$ cat src/rtl/cfd_pkg.sv
// ----------------------------------------------------------------------------
// cfd_pkg
// Shared types, constants and the byte-wide CRC-16 step for the
// length-prefixed frame deframer.
// ----------------------------------------------------------------------------
`default_nettype none

package cfd_pkg;

    // Largest payload a frame may carry
    localparam int MAX_PAYLOAD = 64;
    localparam int ADDR_W      = $clog2(MAX_PAYLOAD);
    localparam int CNT_W       = $clog2(MAX_PAYLOAD + 1);

    // Configuration register indexes
    localparam logic [1:0] CFG_HEADER  = 2'd0;
    localparam logic [1:0] CFG_POLY    = 2'd1;
    localparam logic [1:0] CFG_START   = 2'd2;
    localparam logic [1:0] CFG_REFLECT = 2'd3;

    // Register reset values
    localparam logic [7:0]  HEADER_RST = 8'hFD;
    localparam logic [15:0] POLY_RST   = 16'h1021;
    localparam logic [15:0] START_RST  = 16'hFFFF;

    typedef enum logic [2:0] {
        ST_HUNT,
        ST_LENGTH,
        ST_PAYLOAD,
        ST_CRC_LO,
        ST_CRC_HI,
        ST_EMIT_RD,
        ST_EMIT_OUT
    } t_cfd_state;

    // Controller -> datapath
    typedef struct packed {
        logic len_load;
        logic pay_write;
        logic crc_lo_load;
        logic emit_start;
        logic emit_push;
    } t_cfd_cmd;

    // Datapath -> controller
    typedef struct packed {
        logic hdr_match;
        logic len_ok;
        logic pay_done;
        logic crc_ok;
        logic emit_last;
        logic out_free;
    } t_cfd_sts;

    // One byte through the CRC-16 register, MSB-first or LSB-first
    function automatic logic [15:0] crc16_byte(
        input logic [15:0] crc,
        input logic [7:0]  data,
        input logic [15:0] poly,
        input logic        reflect
    );
        logic [15:0] c;
        c = reflect ? (crc ^ {8'h00, data}) : (crc ^ {data, 8'h00});
        for (int i = 0; i < 8; i++) begin
            if (reflect) begin
                c = c[0] ? ({1'b0, c[15:1]} ^ poly) : {1'b0, c[15:1]};
            end else begin
                c = c[15] ? ({c[14:0], 1'b0} ^ poly) : {c[14:0], 1'b0};
            end
        end
        return c;
    endfunction

endpackage

`default_nettype wire

$ cat src/rtl/cfd_ctrl.sv
// ----------------------------------------------------------------------------
// cfd_ctrl
// Frame state machine: hunts for the header, walks length, payload and
// CRC bytes, then sequences the readout of an accepted frame.
// ----------------------------------------------------------------------------
`default_nettype none

module cfd_ctrl
    import cfd_pkg::*;
(
    input  wire logic     i_clk,
    input  wire logic     i_rst_n,
    input  wire logic     i_in_valid,
    output logic          o_in_ready,
    input  wire t_cfd_sts i_sts,
    output t_cfd_cmd      o_cmd
);

    t_cfd_state r_state;
    t_cfd_state n_state;
    logic       w_acc;

    assign w_acc = i_in_valid & o_in_ready;

    // State register
    always_ff @(posedge i_clk) begin
        if (!i_rst_n) begin
            r_state <= ST_HUNT;
        end else begin
            r_state <= n_state;
        end
    end

    // Next state
    always_comb begin
        n_state = r_state;
        unique case (r_state)
            ST_HUNT: begin
                if (w_acc && i_sts.hdr_match) n_state = ST_LENGTH;
            end
            ST_LENGTH: begin
                if (w_acc) n_state = i_sts.len_ok ? ST_PAYLOAD : ST_HUNT;
            end
            ST_PAYLOAD: begin
                if (w_acc && i_sts.pay_done) n_state = ST_CRC_LO;
            end
            ST_CRC_LO: begin
                if (w_acc) n_state = ST_CRC_HI;
            end
            ST_CRC_HI: begin
                if (w_acc) n_state = i_sts.crc_ok ? ST_EMIT_RD : ST_HUNT;
            end
            ST_EMIT_RD: begin
                n_state = ST_EMIT_OUT;
            end
            ST_EMIT_OUT: begin
                if (i_sts.out_free) n_state = i_sts.emit_last ? ST_HUNT : ST_EMIT_RD;
            end
            default: begin
                n_state = ST_HUNT;
            end
        endcase
    end

    // Outputs
    always_comb begin
        o_in_ready = 1'b0;
        o_cmd      = '0;
        unique case (r_state)
            ST_HUNT: begin
                o_in_ready = 1'b1;
            end
            ST_LENGTH: begin
                o_in_ready     = 1'b1;
                o_cmd.len_load = i_in_valid & i_sts.len_ok;
            end
            ST_PAYLOAD: begin
                o_in_ready      = 1'b1;
                o_cmd.pay_write = i_in_valid;
            end
            ST_CRC_LO: begin
                o_in_ready        = 1'b1;
                o_cmd.crc_lo_load = i_in_valid;
            end
            ST_CRC_HI: begin
                o_in_ready       = 1'b1;
                o_cmd.emit_start = i_in_valid & i_sts.crc_ok;
            end
            ST_EMIT_RD: begin
                o_in_ready = 1'b0;
            end
            ST_EMIT_OUT: begin
                o_cmd.emit_push = i_sts.out_free;
            end
            default: begin
                o_in_ready = 1'b0;
            end
        endcase
    end

`ifndef ASSERT_OFF
    // A bad CRC drops the frame straight back to hunting
    a_crc_drop: assert property (@(posedge i_clk) disable iff (!i_rst_n)
        (r_state == ST_CRC_HI && w_acc && !i_sts.crc_ok) |=> (r_state == ST_HUNT))
        else $error("frame with bad CRC not dropped");

    // Memory read latency: every read slot is followed by an output slot
    a_rd_then_out: assert property (@(posedge i_clk) disable iff (!i_rst_n)
        (r_state == ST_EMIT_RD) |=> (r_state == ST_EMIT_OUT))
        else $error("emit read not followed by output");

    // A good length byte always opens the payload phase
    a_len_ok: assert property (@(posedge i_clk) disable iff (!i_rst_n)
        (r_state == ST_LENGTH && w_acc && i_sts.len_ok) |=> (r_state == ST_PAYLOAD))
        else $error("valid length did not start payload");
`endif

endmodule

`default_nettype wire

$ cat src/rtl/cfd_dpath.sv
// ----------------------------------------------------------------------------
// cfd_dpath
// Configuration registers, running CRC, payload store and output register.
// ----------------------------------------------------------------------------
`default_nettype none

module cfd_dpath
    import cfd_pkg::*;
(
    input  wire logic        i_clk,
    input  wire logic        i_rst_n,
    input  wire logic        i_cfg_we,
    input  wire logic [1:0]  i_cfg_index,
    input  wire logic [15:0] i_cfg_data,
    input  wire logic [7:0]  i_byte,
    input  wire t_cfd_cmd    i_cmd,
    output t_cfd_sts         o_sts,
    input  wire logic        i_out_ready,
    output logic             o_out_valid,
    output logic [7:0]       o_out_byte,
    output logic [6:0]       o_out_len,
    output logic             o_out_last
);

    logic [7:0]       r_header;
    logic [15:0]      r_poly;
    logic [15:0]      r_start;
    logic             r_reflect;
    logic [15:0]      r_crc;
    logic [7:0]       r_crc_lo;
    logic [CNT_W-1:0] r_frame_len;
    logic [CNT_W-1:0] r_byte_cnt;
    logic [CNT_W-1:0] r_rd_cnt;
    logic [7:0]       r_mem [MAX_PAYLOAD];
    logic [7:0]       r_rd_data;
    logic             r_out_valid;
    logic [7:0]       r_out_byte;
    logic [6:0]       r_out_len;
    logic             r_out_last;
    logic [CNT_W-1:0] w_byte_cnt_inc;
    logic [CNT_W-1:0] w_rd_cnt_inc;
    logic [15:0]      w_crc_in;
    logic [15:0]      w_crc_next;

    // Configuration registers
    always_ff @(posedge i_clk) begin
        if (!i_rst_n) begin
            r_header  <= HEADER_RST;
            r_poly    <= POLY_RST;
            r_start   <= START_RST;
            r_reflect <= 1'b0;
        end else if (i_cfg_we) begin
            case (i_cfg_index)
                CFG_HEADER:  r_header  <= i_cfg_data[7:0];
                CFG_POLY:    r_poly    <= i_cfg_data;
                CFG_START:   r_start   <= i_cfg_data;
                CFG_REFLECT: r_reflect <= i_cfg_data[0];
                default:     r_header  <= r_header;
            endcase
        end
    end

    // CRC step: length byte starts from the seed, payload bytes chain
    assign w_crc_in   = i_cmd.len_load ? r_start : r_crc;
    assign w_crc_next = crc16_byte(w_crc_in, i_byte, r_poly, r_reflect);

    assign w_byte_cnt_inc = r_byte_cnt + CNT_W'(1);
    assign w_rd_cnt_inc   = r_rd_cnt + CNT_W'(1);

    // Frame bookkeeping
    always_ff @(posedge i_clk) begin
        if (!i_rst_n) begin
            r_crc       <= '0;
            r_crc_lo    <= '0;
            r_frame_len <= '0;
            r_byte_cnt  <= '0;
            r_rd_cnt    <= '0;
        end else begin
            if (i_cmd.len_load) begin
                r_crc       <= w_crc_next;
                r_frame_len <= i_byte[CNT_W-1:0];
                r_byte_cnt  <= '0;
            end
            if (i_cmd.pay_write) begin
                r_crc      <= w_crc_next;
                r_byte_cnt <= w_byte_cnt_inc;
            end
            if (i_cmd.crc_lo_load) r_crc_lo <= i_byte;
            if (i_cmd.emit_start) begin
                r_rd_cnt <= '0;
            end else if (i_cmd.emit_push) begin
                r_rd_cnt <= w_rd_cnt_inc;
            end
        end
    end

    // Payload store, registered read
    always_ff @(posedge i_clk) begin
        if (i_cmd.pay_write) r_mem[r_byte_cnt[ADDR_W-1:0]] <= i_byte;
        r_rd_data <= r_mem[r_rd_cnt[ADDR_W-1:0]];
    end

    // Output register
    always_ff @(posedge i_clk) begin
        if (!i_rst_n) begin
            r_out_valid <= 1'b0;
        end else if (i_cmd.emit_push) begin
            r_out_valid <= 1'b1;
        end else if (i_out_ready) begin
            r_out_valid <= 1'b0;
        end
    end

    always_ff @(posedge i_clk) begin
        if (i_cmd.emit_push) begin
            r_out_byte <= r_rd_data;
            r_out_len  <= 7'(r_frame_len);
            r_out_last <= (w_rd_cnt_inc == r_frame_len);
        end
    end

    // Status
    assign o_sts.hdr_match = (i_byte == r_header);
    assign o_sts.len_ok    = (i_byte != 8'd0) && (i_byte <= 8'(MAX_PAYLOAD));
    assign o_sts.pay_done  = (w_byte_cnt_inc >= r_frame_len);
    assign o_sts.crc_ok    = (r_crc == {i_byte, r_crc_lo});
    assign o_sts.emit_last = (w_rd_cnt_inc == r_frame_len);
    assign o_sts.out_free  = !r_out_valid || i_out_ready;

    assign o_out_valid = r_out_valid;
    assign o_out_byte  = r_out_byte;
    assign o_out_len   = r_out_len;
    assign o_out_last  = r_out_last;

endmodule

`default_nettype wire

$ cat src/rtl/crc16_frame_deframer_top.sv
// ----------------------------------------------------------------------------
// crc16_frame_deframer_top
// Length-prefixed frame deframer with CRC-16 check.
// ----------------------------------------------------------------------------
// Takes one received byte per item: header byte, length byte (1..64), that
// many payload bytes, then CRC low and high bytes. The CRC (polynomial,
// seed and bit order set over the config port) covers the length and
// payload bytes. While a frame is being received one byte is accepted every
// cycle. When the CRC matches, the payload is sent out as items of
// {frame length, byte} with tlast on the final byte; the readout goes
// through the registered read port of the 64-byte payload memory, with a
// read state and an output state per byte, and no input is accepted during
// it; the output state waits while the output side stalls. Frames
// with a bad CRC or a bad length are dropped without output.
// ----------------------------------------------------------------------------
`default_nettype none

module crc16_frame_deframer_top
    import cfd_pkg::*;
(
    input  wire logic        i_clk,
    input  wire logic        i_rst_n,
    // config write port
    input  wire logic        i_cfg_we,
    input  wire logic [1:0]  i_cfg_index,
    input  wire logic [15:0] i_cfg_data,
    // received bytes
    input  wire logic        s_axis_tvalid,
    output logic             s_axis_tready,
    input  wire logic [7:0]  s_axis_tdata,   // [7:0] rx_byte
    // accepted payload
    output logic             m_axis_tvalid,
    input  wire logic        m_axis_tready,
    output logic [15:0]      m_axis_tdata,   // [7:0] payload_byte, [14:8] frame_length
    output logic             m_axis_tlast    // is_last
);

    t_cfd_cmd   w_cmd;
    t_cfd_sts   w_sts;
    logic [7:0] w_out_byte;
    logic [6:0] w_out_len;

    cfd_ctrl u_ctrl (
        .i_clk      (i_clk),
        .i_rst_n    (i_rst_n),
        .i_in_valid (s_axis_tvalid),
        .o_in_ready (s_axis_tready),
        .i_sts      (w_sts),
        .o_cmd      (w_cmd)
    );

    cfd_dpath u_dpath (
        .i_clk       (i_clk),
        .i_rst_n     (i_rst_n),
        .i_cfg_we    (i_cfg_we),
        .i_cfg_index (i_cfg_index),
        .i_cfg_data  (i_cfg_data),
        .i_byte      (s_axis_tdata),
        .i_cmd       (w_cmd),
        .o_sts       (w_sts),
        .i_out_ready (m_axis_tready),
        .o_out_valid (m_axis_tvalid),
        .o_out_byte  (w_out_byte),
        .o_out_len   (w_out_len),
        .o_out_last  (m_axis_tlast)
    );

    assign m_axis_tdata = {1'b0, w_out_len, w_out_byte};

endmodule

`default_nettype wire
$ cat config.mk
export PLATFORM = sky130hd
export DESIGN_NAME = crc16_frame_deframer_top
export DESIGN_NICKNAME = d
export VERILOG_FILES = /design/src/rtl/cfd_pkg.sv /design/src/rtl/cfd_ctrl.sv /design/src/rtl/cfd_dpath.sv /design/src/rtl/crc16_frame_deframer_top.sv
export SDC_FILE = /design/constraint.sdc
export NUM_CORES = 1
export LEC_CHECK = 0
export BUFFER_PORTS_ARGS = -buffer_cell sky130_fd_sc_hd__buf_2
export CAP_MARGIN = 20
export CORE_MARGIN = 2
export CORE_UTILIZATION = 51
export CTS_BUF_LIST = sky130_fd_sc_hd__clkbuf_2
export DETAILED_ROUTE_END_ITERATION = 12
export GPL_TIMING_DRIVEN = 1
export HOLD_SLACK_MARGIN = 0.1
export MAX_ROUTING_LAYER = met4
export PLACE_DENSITY_LB_ADDON = 0.25
export SETUP_SLACK_MARGIN = 0.02
export SLEW_MARGIN = 20
export SYNTH_ARGS = -nofsm -noshare
export SYNTH_HDL_FRONTEND = slang
export SYNTH_HIERARCHICAL = 1
export SYNTH_SLANG_ARGS = --single-unit
$ cat constraint.sdc
create_clock -name i_clk -period 7.8 [get_ports i_clk]
set_clock_uncertainty 0.15 [all_clocks]
set_input_delay 1.56 -clock i_clk [delete_from_list [all_inputs] [get_ports i_clk]]
set_output_delay 1.56 -clock i_clk [all_outputs]
set_load 0.05 [all_outputs]
==> metrics.md <==
| Metric | Value |
|---|---|
| GR Util met3 | 6.389% |
| Setup violations, final | 0 |
| Hold Crit Class | flip-flop to flip-flop |
| Clk slew on worst S/H paths | 110 ps |
| Syn Area/Cell | 13.08 um2 |
| Hold depth | 0 |
| CTS hold repair buffers | 0 |
| GRT met2 Usage | 50.54% |
| Reg2reg path depth | 21 |
| Clk root buf | clkbuf_2 |
| RSZ-0062 raised after global routing | no |
| Die area | 64600 um2 |
| Fin crit period | 7042 ps |
| FF-to-FF Start | u_ctrl/r_state[0] |
| WP data required | 8830 ps |
| Rel. slew slack | 22.81% |
| Routed vias | 23572 |
| 1st-iter DRT viols | 2644 |
| VDD IR-drop max | 0.0001632 V |
| Cell area after synthesis | 31920 um2 |
| First-pass GRT wire length | 148300 um |
| Most frequent cells in the layout | edfxtp_1, buf_4, clkbuf_2, nand2_1, nor2_1 |
| Warnings, synthesis | 6 |
| GRT Total Usage | 32.63% |
| CP arrival | 8070 ps |
| Leakage | 0.01245 uW |
| Most common cell after layout, fill and taps aside | edfxtp_1 |
| Fin crit share | 90.29% |
| Count of buffers from port buffering | 48 |
| GR peak layer | met2 |
| Vias per std cell | 6.267 |
| Initial DRT Pass Iterations | 6 |
| H-tree levels | 4 |
| Outcome | finished, final reports clean |
| Worst Max-Slew Pin Slew | 1154 ps |
| # DRC | 0 |
| Share of layout cells above drive strength 1 | 30.36% |
| Hold Path Origin | u_dpath/r_rd_data[5] |
| Startpoint Class | input pin |
| Die Ht | 254.2 um |
| Design area | 36570 um2 |
| Nets | 2852 |
| P per Cell Area | 181.1 nW/um2 |
| Largest net degree at the start of global routing | 98 |
| Wire length after detailed routing | 100800 um |
| Vias in the first global route | 22808 |
| Post-route ant nets | 0 |
| CTS Buf Count | 148 |
| Grt total ovfl | 0 |
| FP Rows | 91 |
| Worst Setup End Kind | flip-flop |
| Fin. Hold Viols | 0 |
| Core Box Area | 61830 um2 |
| Max-cap viol count | 0 |
| Post-synth top flop | edfxtp_1 |
| CP Class | input pin to flip-flop |
| Async SR Flop Fraction | 0% |
| Clk buf depth | 3 |
| TritonCTS clock tree | built |
| Crit path max fanout | 14 |
| Initial core utilization | 51.63% |
| Hold endpoint | u_dpath/o_out_byte[5] |
| Post-DP HPWL | 69650 um |
| Clk sink count | 626 |
| Worst r2r dst | u_dpath/r_crc[9] |
| Placer Congestion | 1.014 |
| M1 GR Usage | 42.52% |
| R2r setup slk | 1260 ps |
| Max Clk Rate | 0.1420 GHz |
| Slew Limit Fails | 0 |
| Setup Fix Bufs, Post-CTS | 0 |
| Post-synth cell types | 111 |
| Area grow syn2layout | 14.58% |
| Syn Inst Count | 2440 |
| Hold Slack | 237.1 ps |
| Die Wd | 254.2 um |
| Post-CTS sizing | 0 |
| Clk_lat worst skew | 1310 ps |
| Number of flops mapped to enable cells by yosys | 528 |
| Num ports | 50 |
| Initial antenna violation count | 2 |
| WL/cell | 26.81 um |
| Flops & latches, synth | 626 |
| Post-place instance area | 35260 um2 |
| Register area share after synthesis | 55.82% |
| Synth Net Count | 2480 |
-- report_power, final --
part           switching, uW  internal (uW)
logic                    551            393
clock network           1260            782
registers               12.1           3620
total                   1830           4800
-- cell families after synthesis --
kind of cell / synth area share, %
adders and majority gates: 0.3528
xor gates and xnor gates: 5.178
AOI/OAI and AO/OA: 10.60
and+or+nand+nor: 10.43
muxes: 14.83
other: 0.01175
buffers and inverters: 2.779
DFF: 55.82
-- per-layer routing --
layer | share of wire (%) | up-vias | routed length [um]
met3 | 8.2 | 214 | 8318
met5 | 0 | - | 0
met4 | 4.1 | 0 | 4137
li1 | - | 10326 | -
met2 | 48 | 1250 | 48090
met1 | 40 | 11782 | 40290
-- sequential cells by signal (all words and copies together), names as in the netlist, 8 cells and up --
| signal | cells |
|---|---|
| u_dpath/r_start | 16 |
| u_dpath/r_crc_lo | 8 |
| u_dpath/o_out_byte | 8 |
| u_dpath/r_poly | 16 |
| u_dpath/r_header | 8 |
| u_dpath/r_mem | 512 |
| u_dpath/r_crc | 16 |
| u_dpath/r_rd_data | 8 |
-- final cells by class --
type	instances	area (um2)
Antenna cell	2	5.005
Clock buffer	217	1086
Clock inverter	43	222.7
Fill cell	4992	25250
Inverter	29	108.9
Multi-Input combinational cell	1601	13230
Sequential cell	626	17830
Tap cell	837	1047
Timing Repair Buffer	406	3043
-- stage by stage --
step / setup slack [ps] / total power (uW) / cells / setup TNS, ps / util [%]
after floorplan: 207.4 / 4174 / 2440 / 0 / -
after global placement: -451.7 / 4624 / 3499 / -5989 / 57.02
after detailed placement: -461.9 / 4629 / 3499 / -6219 / 57.02
after CTS: 983.9 / 6652 / 3759 / 0 / 59.14
after global routing: 489.1 / 6892 / 3760 / 0 / 59.15
final: 757.8 / 6624 / 3761 / 0 / 59.15
-- cell usage after synthesis, types with 6 or more instances --
library cell / instances / share of area [%]
a211o_1: 20 / 0.55
o21ai_1: 6 / 0.094
a32o_1: 12 / 0.38
or3_1: 12 / 0.24
nand4_1: 32 / 0.63
and2_1: 22 / 0.43
buf_2: 25 / 0.39
mux2_2: 13 / 0.46
o21ai_0: 78 / 1.2
nand3_1: 73 / 1.1
a31oi_1: 23 / 0.45
clkbuf_1: 123 / 1.4
o21a_1: 13 / 0.31
nor3_1: 45 / 0.71
a22o_1: 8 / 0.22
and3_1: 23 / 0.45
a21boi_0: 7 / 0.16
nor3b_1: 8 / 0.19
a221oi_1: 11 / 0.30
mux4_2: 168 / 12
o32ai_1: 7 / 0.19
a21oi_1: 94 / 1.5
o31ai_1: 9 / 0.21
dfxtp_1: 98 / 6.1
or2_2: 13 / 0.25
nand2_1: 209 / 2.5
o211ai_1: 35 / 0.82
xnor2_1: 106 / 2.9
nand2b_1: 16 / 0.31
mux2i_1: 69 / 2.2
nor4_1: 12 / 0.24
o211a_1: 7 / 0.22
a21o_1: 12 / 0.28
a32oi_1: 10 / 0.27
buf_1: 27 / 0.32
nand3b_1: 6 / 0.14
edfxtp_1: 528 / 50
inv_1: 27 / 0.32
xor2_1: 50 / 1.4
nor2b_1: 13 / 0.25
nor2_1: 178 / 2.1
a211oi_1: 32 / 0.75
o2111ai_1: 6 / 0.16
a22oi_1: 6 / 0.14
ha_1: 9 / 0.35
-- worst max-delay path, stage by stage --
cell and delay [ps]:
buf_2 140, or4_1 510, nor3_1 190, xor2_1 100, nor2_1 140, and3_2 340, buf_12 210, mux2i_1 460
xor2_1 260, mux2_2 210, o22ai_1 120, or4b_1 550, a32oi_1 330, a211oi_1 110, or4_1 700, buf_4 210
a21oi_1 140, xor2_1 490, a211o_1 230, a22o_1 150, nand2_1 140, buf_4 220, a211o_1 300, mux2i_1 190
a211oi_2 50
-- worst max-delay path by stage --
stage,end,start,slack (ps)
4_1_cts,u_dpath/r_crc[9],s_axis_tdata[3],980
2_1_floorplan,u_dpath/r_crc[6],s_axis_tdata[2],210
6_report,u_dpath/r_crc[9],s_axis_tdata[3],760
3_3_place_gp,u_dpath/r_crc[13],s_axis_tdata[3],-450
5_1_grt,u_dpath/r_crc[7],s_axis_tdata[3],490
3_5_place_dp,u_dpath/r_crc[9],s_axis_tdata[3],-460
Power figures use the tool's default switching activity.
